==> config.mk <==
export PLATFORM = sky130hd
export DESIGN_NAME = fgsr_out
export DESIGN_NICKNAME = d
export VERILOG_FILES = /design/src/sv/fgsr_pkg.sv /design/src/sv/fgsr_out.sv
export SDC_FILE = /design/constraint.sdc
export NUM_CORES = 1
export LEC_CHECK = 0
export BUFFER_PORTS_ARGS = -buffer_cell sky130_fd_sc_hd__buf_2
export CAP_MARGIN = 5
export CORE_MARGIN = 4
export CORE_UTILIZATION = 35
export CTS_BUF_LIST = sky130_fd_sc_hd__clkbuf_16
export CTS_CLUSTER_DIAMETER = 200
export CTS_CLUSTER_SIZE = 10
export DETAILED_ROUTE_END_ITERATION = 12
export PLACE_DENSITY_LB_ADDON = 0.12
export SLEW_MARGIN = 20
export SYNTH_ARGS = -nofsm -noshare
export SYNTH_HDL_FRONTEND = slang
export SYNTH_SLANG_ARGS = --single-unit
==> constraint.sdc <==
create_clock -name clk -period 7.68 [get_ports clk]
set_input_delay 1.536 -clock clk [delete_from_list [all_inputs] [get_ports clk]]
set_output_delay 1.536 -clock clk [all_outputs]
set_load 0.02 [all_outputs]
==> src/sv/fgsr_pkg.sv <==
// ----------------------------------------------------------------------------
// fgsr_pkg
// Types and constants shared by the feed gap / snapshot recovery block.
// ----------------------------------------------------------------------------
`default_nettype none

package fgsr_pkg;

	// configuration register indexes
	localparam logic [1:0] CFG_START_SEQ  = 2'd0;
	localparam logic [1:0] CFG_START_CODE = 2'd1;
	localparam logic [1:0] CFG_END_CODE   = 2'd2;

	localparam logic [31:0] START_SEQ_RST  = 32'd0;
	localparam logic [3:0]  START_CODE_RST = 4'd1;
	localparam logic [3:0]  END_CODE_RST   = 4'd2;

	typedef struct packed {
		logic        from_snapshot;
		logic [31:0] seq_num;
		logic [3:0]  msg_type;
		logic [31:0] ord_ref;
		logic [63:0] payload;
	} in_t;

	typedef struct packed {
		logic [3:0]  out_type;
		logic [31:0] out_ord_ref;
		logic [63:0] out_payload;
		logic        from_replay;
		logic        last_of_run;
	} out_t;

	typedef struct packed {
		logic [3:0]  msg_type;
		logic [31:0] ord_ref;
		logic [63:0] payload;
	} snap_ent_t;

	typedef struct packed {
		logic [31:0] tag;
		logic [3:0]  msg_type;
		logic [31:0] ord_ref;
		logic [63:0] payload;
	} inc_ent_t;

	// request from the sequencer to the output stage
	typedef struct packed {
		logic push;   // item offered
		logic last;   // item closes its run on its own (live beat)
		logic flush;  // close the held beat as last of run
	} oreq_t;

endpackage

`default_nettype wire

==> src/sv/fgsr_out.sv <==
// ----------------------------------------------------------------------------
// fgsr_out
// Output register with a one-beat lookahead hold, so that last_of_run can be
// set on the final beat of a replay run.
// ----------------------------------------------------------------------------
`default_nettype none

module fgsr_out
	import fgsr_pkg::*;
(
	input  wire   clk,
	input  wire   arst_n,
	input  oreq_t req,
	input  out_t  item,
	output logic  ready,
	output logic  out_valid,
	input  wire   out_stall,
	output out_t  out
);

	logic out_v_q;
	out_t out_q;
	logic pend_v_q;
	out_t pend_q;

	logic load;
	out_t load_d;

	assign ready     = !out_v_q || !out_stall;
	assign out_valid = out_v_q;
	assign out       = out_q;

	always_comb begin
		load   = 1'b0;
		load_d = item;
		if (req.push) begin
			if (req.last) begin
				load                = 1'b1;
				load_d              = item;
				load_d.last_of_run  = 1'b1;
			end else if (pend_v_q) begin
				load                = 1'b1;
				load_d              = pend_q;
				load_d.last_of_run  = 1'b0;
			end
		end else if (req.flush && pend_v_q) begin
			load               = 1'b1;
			load_d             = pend_q;
			load_d.last_of_run = 1'b1;
		end
	end

	always_ff @(posedge clk or negedge arst_n) begin
		if (!arst_n) begin
			out_v_q  <= 1'b0;
			pend_v_q <= 1'b0;
		end else if (ready) begin
			out_v_q <= load;
			if (req.push && !req.last)
				pend_v_q <= 1'b1;
			else if (!req.push && req.flush)
				pend_v_q <= 1'b0;
		end
	end

	always_ff @(posedge clk) begin
		if (ready && load)
			out_q <= load_d;
		if (ready && req.push && !req.last)
			pend_q <= item;
	end

endmodule

`default_nettype wire

Word level (Yosys, flattened, before mapping)
Index checks and enable logic that the tools add are counted.
- flip-flop bits (word level): 205
- input bits: 108
- output and inout port bits: 104
- logic and storage cells: 34
- muxes and demuxes: 10
- reduce and logical (&&, ||, !) cells: 13
- operators by type and width (operator ; count):
    $mux W102 ; 4
    $logic_and A1 B1 Y1 ; 6
    $mux W1 ; 6
    $logic_not A1 Y1 ; 4
    $reduce_and A2 Y1 ; 1
    $reduce_bool A2 Y1 ; 1
    $logic_or A1 B1 Y1 ; 1

Longest topological paths before layout
Gate-level depths: netlist of run 1.
- depth in word-level cells: 4
- gate-level depth with buffers: 5

Worst setup path after synthesis of run 1
No wires, ideal clock.
- path kind: input to register
- start: in req[2] in the netlist's numbering
- end: reg out_q (netlist bit out[0]), enable pin
- library setup time: 596 ps
- data arrival time: 6667 ps
- data required time: 7084 ps
- path slack: 417 ps
- stages: 3
- buffers on the path: 0
- cells stage by stage: a21o_1 -> o21ai_0 -> a21oi_1
- word-level cells in the longest chain between the ends: 2
- ends and longest elaborated chain (element ; line ; source):
    start: declaration ; fgsr_out.sv:13 ; input oreq_t req,
    $mux W1 ; fgsr_out.sv:36 ; if (req.push) begin
    $logic_and A1 B1 Y1 ; fgsr_out.sv:67 ; if (ready && load)
    end signal: assignment ; fgsr_out.sv:68 ; out_q <= load_d;
    end: declaration ; fgsr_out.sv:22 ; out_t out_q;
No other way between the ends.
A chain may end at the register's enable or synchronous reset.

Worst setup path in the final report of run 1
- start: in out_stall
- end: out ready
- word-level cells in the longest chain between the ends: 2
- ends and longest elaborated chain (element ; line ; source):
    start: declaration ; fgsr_out.sv:17 ; input wire out_stall,
    $logic_not A1 Y1 ; fgsr_out.sv:29 ; assign ready = !out_v_q || !out_stall;
    $logic_or A1 B1 Y1 ; fgsr_out.sv:29 ;
    end: declaration ; fgsr_out.sv:15 ; output logic ready,
No other way between the ends.

==> results.py, run 1 <==
metrics = {
    "power_and_ir_drop": {
        "intPower_mw": 2.096,
        "p_clk_frac": 0.356,
        "pwr-share-seq": 0.502,
        "p_switching_uw": 663.5,
        "combPwrFrac": 0.142,
        "p_total_mw": 2.759,
        "vdd_drop_max_v": 0.0001661,
        "leakage_nw": 4.038,
        "netSwitchingFraction": 0.2405,
        "p_per_area_mw_per_mm2": 279.9,
    },
    "cts": {
        "root_buffer": "clkbuf_16",
        "cts_setup_buffers": 0,
        "clk_latency_ps": 500,
        "clk_pin_slew_ps": 50,
        "tritoncts": "built",
        "cts_hold_buf": 0,
        "cts_resized": 0,
        "htreeDepth": 1,
        "cts_sinks": 205,
        "cts_buffers": 24,
        "cts_buffer_depth": 3,
    },
    "yosys": {
        "synth.avg_cell_area_sq_um": 23.79,
        "synth.area.mux_share": 0.1862,
        "synth_top_family_by_area": "multiplexers",
        "syn_nets": 441,
        "yosys.cell_types.count": 15,
        "ys_seq_area_frac": 0.7759,
        "yosysWarningCount": 0,
        "synth_compound_area_frac": 0.008056,
        "syn_area_sq_mm": 0.007921,
        "synth-simple-area-share": 0.003949,
        "synth_cells": 333,
        "synth-xor-area-share": 0,
        "synth_fa_ha_area_frac": 0,
        "synth-seq-cells": 205,
    },
    "outcome": {
        "status": "completed",
    },
    "setup_path": {
        "critPathTopFamily": "buffers and inverters",
        "rr_endpoint": "out[1]$_DFFE_PP_",
        "required_ps": 6140,
        "crit_top_cell": "buf_2",
        "max_stage_delay_ps": 170,
        "r2r_setup_slack_ps": 5030,
        "worst-path-buf-inv": 2,
        "crit_fanout": 3,
        "cp_num_cells": 3,
        "reg2regPathDepth": 5,
        "cp_cell_sequence": "buf_2 -> nand2_1 -> buf_2",
        "worst_ep_arrival_time_ps": 1950,
        "r2r-start": "pend_v_q$_DFFE_PN0P_",
        "endpoint_kind": "output pin",
        "crit_slowest_cell": "buf_2",
        "path_class": "in -> out",
        "start_kind": "input pin",
    },
    "route": {
        "remaining_drc_errors": 0,
        "dr.first_iter.drc_count": 160,
        "wl_per_cell_um": 18.46,
        "via_per_inst": 4.531,
        "routed_wl_mm": 15.78,
        "drt_pass1_iterations": 4,
        "vias": 3874,
        "drtAntennaViolNets": 0,
    },
    "grt": {
        "grt_pass1_vias": 4139,
        "grt_pass1_wl_mm": 23.29,
        "busiest_layer": "met2",
        "antenna_found_initial": 2,
        "grt_use_met3": 0.05627,
        "track_usage": 0.1203,
        "grt_max_degree": 61,
        "grt_util_met1": 0.1612,
        "use_met2": 0.1796,
        "overflow": 0,
    },
    "run": {
        "drv_cap": 0,
    },
    "timing": {
        "relSlewSlack": 0.4282,
        "hold_viol_final": 0,
        "finalCriticalPeriod_ps": 3482,
        "period_share": 0.4534,
        "worstMarginPinSlew_ps": 857.7,
        "finClkSkew_ps": 11.40,
        "drv_slew": 0,
        "rsz0062_at_grt": "false",
        "setup_viol": 0,
        "fmax_mhz": 287.2,
        "fin_tns_setup_ps": 0,
    },
    "final_layout": {
        "drive_gt1_frac": 0.5854,
        "synthToLayoutAreaGrowth_pct": 24.45,
        "nNetsFinal": 673,
        "postLayoutCoreUtil": 0.4476,
    },
    "min_path": {
        "min_to": "out[4]$_DFFE_PP_",
        "min_path_cells": 1,
        "hold_start": "pend_q[4]$_DFFE_PP_",
        "hp-class": "reg -> reg",
    },
    "floorplanning": {
        "dieWidth_um": 158.4,
        "start_util": 0.3596,
        "std_cell_rows": 54,
        "ios": 212,
        "core_area_sq_mm": 0.02203,
        "die_h_um": 158.4,
        "die-area_sq_mm": 0.02510,
    },
    "placement": {
        "globalplace.congestion": 0.7588,
        "port_buffers": 211,
        "hpwl_mm": 10.41,
    },
}
## how the worst max path moves through the flow
stage | start | endpoint | slack (ps)
6_report | out_stall | ready | 4200
5_1_grt | req[2] | out[22]$_DFFE_PP_ | 4140
4_1_cts | out_stall | ready | 4190
3_5_place_dp | req[2] | out[84]$_DFFE_PP_ | 3750
3_3_place_gp | req[2] | out[0]$_DFFE_PP_ | 3860
2_1_floorplan | req[2] | out[0]$_DFFE_PP_ | 420
## layout by cell type, fill, tap and decap left out, drive strengths merged
cell      instances
a21bo             1
a21o              2
nand2             3
o21ai             3
buf             217
inv               9
mux2            101
a21oi             4
diode             1
and2              1
dfrtp             2
edfxtp          203
and2b             1
nor2b             1
clkbuf           25
clkinvlp          1
## per-layer routing
| layer | up-vias | part of all wire | routed length, um |
|---|---|---|---|
| met2 | 163 | 0.43 | 6811 |
| met3 | 27 | 0.11 | 1778 |
| li1 | 1799 | - | - |
| met1 | 1881 | 0.44 | 6920 |
| met5 | - | 0.0022 | 34 |
| met4 | 4 | 0.015 | 237 |
## layout make-up
type / instances / area [sq um]
Fill cell: 1962 / 12170
Sequential cell: 205 / 6146
Multi-Input combinational cell: 117 / 1592
Timing Repair Buffer: 217 / 1101
Clock buffer: 25 / 625.6
Tap cell: 280 / 350.3
Clock inverter: 10 / 41.29
Antenna cell: 1 / 2.502
## cells by family (layout without fill, tap and decap cells)
| group | after synthesis | in the layout |
|---|---|---|
| buf+inv | 11 | 252 |
| simple gates | 6 | 6 |
| flops | 205 | 205 |
| other cells | 0 | 1 |
| compound gates | 10 | 10 |
| mux | 101 | 101 |
## power groups by stage
stage	Clock [mW]	Combinational, mW	Sequential, mW
after floorplan	0	0.192	1.51
after global placement	0	0.394	1.41
final	0.982	0.393	1.38
after CTS	1.02	0.402	1.39
after global routing	1.07	0.422	1.39
after detailed placement	0	0.403	1.41
## flip-flops by register name, indices dropped and copies added, names as in the netlist
signal and flops:
out 102, out_valid 1, pend_q 101, pend_v_q 1
## synthesized netlist by cell type
cell type | n | share of area
a21oi_1 | 4 | 0.0025
edfxtp_1 | 203 | 0.77
o21ai_0 | 2 | 0.0013
nor2b_1 | 1 | 0.00079
and2_1 | 1 | 0.00079
o21ai_2 | 1 | 0.0011
a21o_1 | 2 | 0.0019
dfrtp_1 | 2 | 0.0063
buf_12 | 10 | 0.025
nand2_1 | 3 | 0.0014
mux2_4 | 90 | 0.17
a21bo_1 | 1 | 0.0013
and2b_1 | 1 | 0.00095
mux2_1 | 11 | 0.016
buf_2 | 1 | 0.00063
## worst reg2reg max path: cells and delay by family (launching register included)
family / cells / cell delay (ps)
AOI/OAI and AO/OA: 3 / 430
buffers and inverters: 2 / 1330
DFF: 1 / 480
## through the flow
stage | cells | setup WS [ps] | hold slack, ps | area (sq um)
4_1_cts | 854 | 4195 | 526.1 | 9856
2_1_floorplan | 333 | 416.7 | 501.3 | 7921
3_5_place_dp | 819 | 3747 | 518.5 | 9189
6_report | 855 | 4198 | 521.1 | 9858
3_3_place_gp | 819 | 3861 | 507.3 | 9189
5_1_grt | 854 | 4145 | 544.0 | 9856
Power figures use the tool's default switching activity.
==> run 2: changes to the inputs <==
--- a/config.mk
+++ b/config.mk
@@ -5,6 +5,7 @@
 export SDC_FILE = /design/constraint.sdc
 export NUM_CORES = 1
 export LEC_CHECK = 0
+export ABC_AREA = 1
 export BUFFER_PORTS_ARGS = -buffer_cell sky130_fd_sc_hd__buf_2
 export CAP_MARGIN = 5
 export CORE_MARGIN = 4
==> constraint.sdc (replaced) <==
create_clock -name clk -period 3.6 [get_ports clk]
set_input_delay 0.72 -clock clk [delete_from_list [all_inputs] [get_ports clk]]
set_output_delay 0.72 -clock clk [all_outputs]
set_load 0.02 [all_outputs]
==> results.py, run 2 <==
metrics = {
    "yosys": {
        "ys_async_sr_fraction": 0.009756,
        "synth_edf_count": 203,
        "synth.avg_cell_area_sq_um": 8.743,
        "syn_area_sq_mm": 0.01069,
        "synthTopCellsByArea": "edfxtp_1 57%, nand3_1 19%, nand2_1 11%, inv_1 7.2%, buf_2 2.4%",
        "yosysWarningCount": 0,
        "synthFlopType": "edfxtp_1",
        "syn_nets": 1331,
        "ys_seq_area_frac": 0.5748,
        "synth.most_common_cell": "nand3_1",
        "synth_cells": 1223,
        "yosys.cell_types.count": 12,
        "synth-seq-cells": 205,
        "netlist_top_cells_count": "406 x nand3_1, 313 x nand2_1, 205 x inv_1, 203 x edfxtp_1, 52 x buf_2",
        "synth_top_area_share": 0.5701,
        "yosys.area.top_type": "edfxtp_1",
    },
    "cts": {
        "tritoncts": "built",
        "htreeDepth": 1,
        "cts_sinks": 205,
        "cts_buffers": 24,
        "clk_pin_slew_ps": 60,
        "cts_resized": 0,
        "clk_latency_ps": 510,
        "root_buffer": "clkbuf_16",
        "cts_buffer_depth": 3,
    },
    "setup_path": {
        "critPathTopFamily": "flip-flops",
        "worst-path-buf-inv": 1,
        "crit_top_cell": "nand3_1",
        "worst_ep_arrival_time_ps": 2530,
        "required_ps": 3850,
        "path_class": "reg -> reg",
        "cp_cell_sequence": "buf_4 -> nand3_1 -> nand3_1 -> nand2_1",
        "crit_fanout": 76,
        "endpoint_kind": "register",
        "crit_slowest_cell": "dfrtp_4",
        "max_stage_delay_ps": 860,
        "start_kind": "register",
    },
    "grt": {
        "antenna_found_initial": 5,
        "grt_pass1_vias": 8605,
        "overflow": 0,
        "grt_pass1_wl_mm": 47.55,
        "grt_max_degree": 103,
        "track_usage": 0.1759,
    },
    "floorplanning": {
        "die-area_sq_mm": 0.03341,
        "dieWidth_um": 182.8,
        "core_area_sq_mm": 0.02987,
        "start_util": 0.3579,
        "die_h_um": 182.8,
        "ios": 212,
        "std_cell_rows": 63,
    },
    "timing": {
        "timing.hold.ws_ps": 395.8,
        "finClkSkew_ps": 8.243,
        "setup_viol": 0,
        "worstMarginPinSlew_ps": 799.1,
        "drv_slew": 0,
        "relSlewSlack": 0.4672,
        "fmax_mhz": 439.8,
        "setup_ws_ps": 1326,
        "rsz0062_at_grt": "false",
        "fin_tns_setup_ps": 0,
        "finalCriticalPeriod_ps": 2274,
        "period_share": 0.6317,
        "hold_viol_final": 0,
    },
    "route": {
        "wl_per_cell_um": 17.09,
        "drt_pass1_iterations": 5,
        "remaining_drc_errors": 0,
        "drtAntennaViolNets": 0,
        "routed_wl_mm": 30.50,
        "dr.first_iter.drc_count": 713,
        "vias": 8851,
        "via_per_inst": 4.959,
    },
    "power_and_ir_drop": {
        "vdd_drop_max_v": 0.0002600,
        "p_per_area_mw_per_mm2": 516.8,
        "leakage_nw": 6.058,
    },
    "final_layout": {
        "largest_reg_flops": 102,
        "layout_commonest_cell": "nand3_1",
        "drive_gt1_frac": 0.1851,
        "final_cell_mix": "406 x nand3_1, 311 x nand2_1, 212 x inv_1, 209 x buf_2, 203 x edfxtp_1",
        "synthToLayoutAreaGrowth_pct": 17.83,
        "nNetsFinal": 1493,
    },
    "min_path": {
        "hp-class": "in -> reg",
    },
    "placement": {
        "port_buffers": 211,
        "globalplace.congestion": 0.7176,
        "dpl_worst_slack_ps": 931.5,
        "hpwl_mm": 16.50,
    },
    "run": {
        "drv_cap": 0,
    },
    "outcome": {
        "status": "completed",
    },
}
## run 2: worst register-to-register path, delay by kind of cell, from the launching register on
kind / cells / cell delay (ps)
flops: 1 / 860
buf+inv: 1 / 730
simple gates: 3 / 440
## run 2: through the flow
stage	area (sq um)	power (mW)	cells	utilization
detailed placement	11920	4.417	1748	0.3990
CTS	12600	6.603	1784	0.4217
global placement	11920	4.403	1748	0.3990
global route	12600	6.859	1785	0.4217
finish	12600	6.511	1785	0.4217
floorplan	10710	3.989	1223	-
## run 2: timing repair
action                                  in CTS  in global routing
endpoints found under the hold margin        2                  0
hold buffers                                 1                  0
endpoints found under the setup margin       0                  0
setup buffers                                0                  0
## run 2: cell families after synthesis
family / after synthesis / synth area share
compound gates: 2 / 0.0009361
simple gates: 721 / 0.3006
flops: 205 / 0.5748
buf+inv: 295 / 0.1237
## run 2: metal layers
layer	up-vias	GRT usage	share of wire
met5	-	0	0.0014
met4	8	0.03993	0.015
met2	313	0.2765	0.46
met1	4150	0.2526	0.45
li1	4338	-	-
met3	42	0.03709	0.072
## run 2: area by class of cell
type                       instances  area, sq um
clock buffer                      25        625.6
sequential                       205         6150
tap                              390        488.0
antenna                            1        2.502
multi-input combinational        723         3254
timing repair buffer             226         1264
clock inverter                    10        41.29
inverter                         205        774.5
fill                            2975        17280
## run 2: final timing paths
path                                            from                     to  slack, ps  depth (start not counted)
worst max-delay path            pend_v_q$_DFFE_PN0P_      out[71]$_DFFE_PP_       1330                          4
worst min-delay path                         item[6]    pend_q[6]$_DFFE_PP_        400                          1
worst max register to register  pend_v_q$_DFFE_PN0P_      out[71]$_DFFE_PP_       1330                          4
worst min register to register  pend_q[49]$_DFFE_PP_      out[49]$_DFFE_PP_        630                          4
max in group asynchronous                     arst_n   pend_v_q$_DFFE_PN0P_       2950                          2
min in group asynchronous                     arst_n  out_valid$_DFFE_PN0P_        530                          2
## run 2: power breakdown
| group | switching (mW) | internal [mW] | total [mW] |
|---|---|---|---|
| Clock | 0.933 | 1.23 | 2.16 |
| Sequential | 0.108 | 2.92 | 3.02 |
| Combinational | 0.935 | 0.393 | 1.33 |
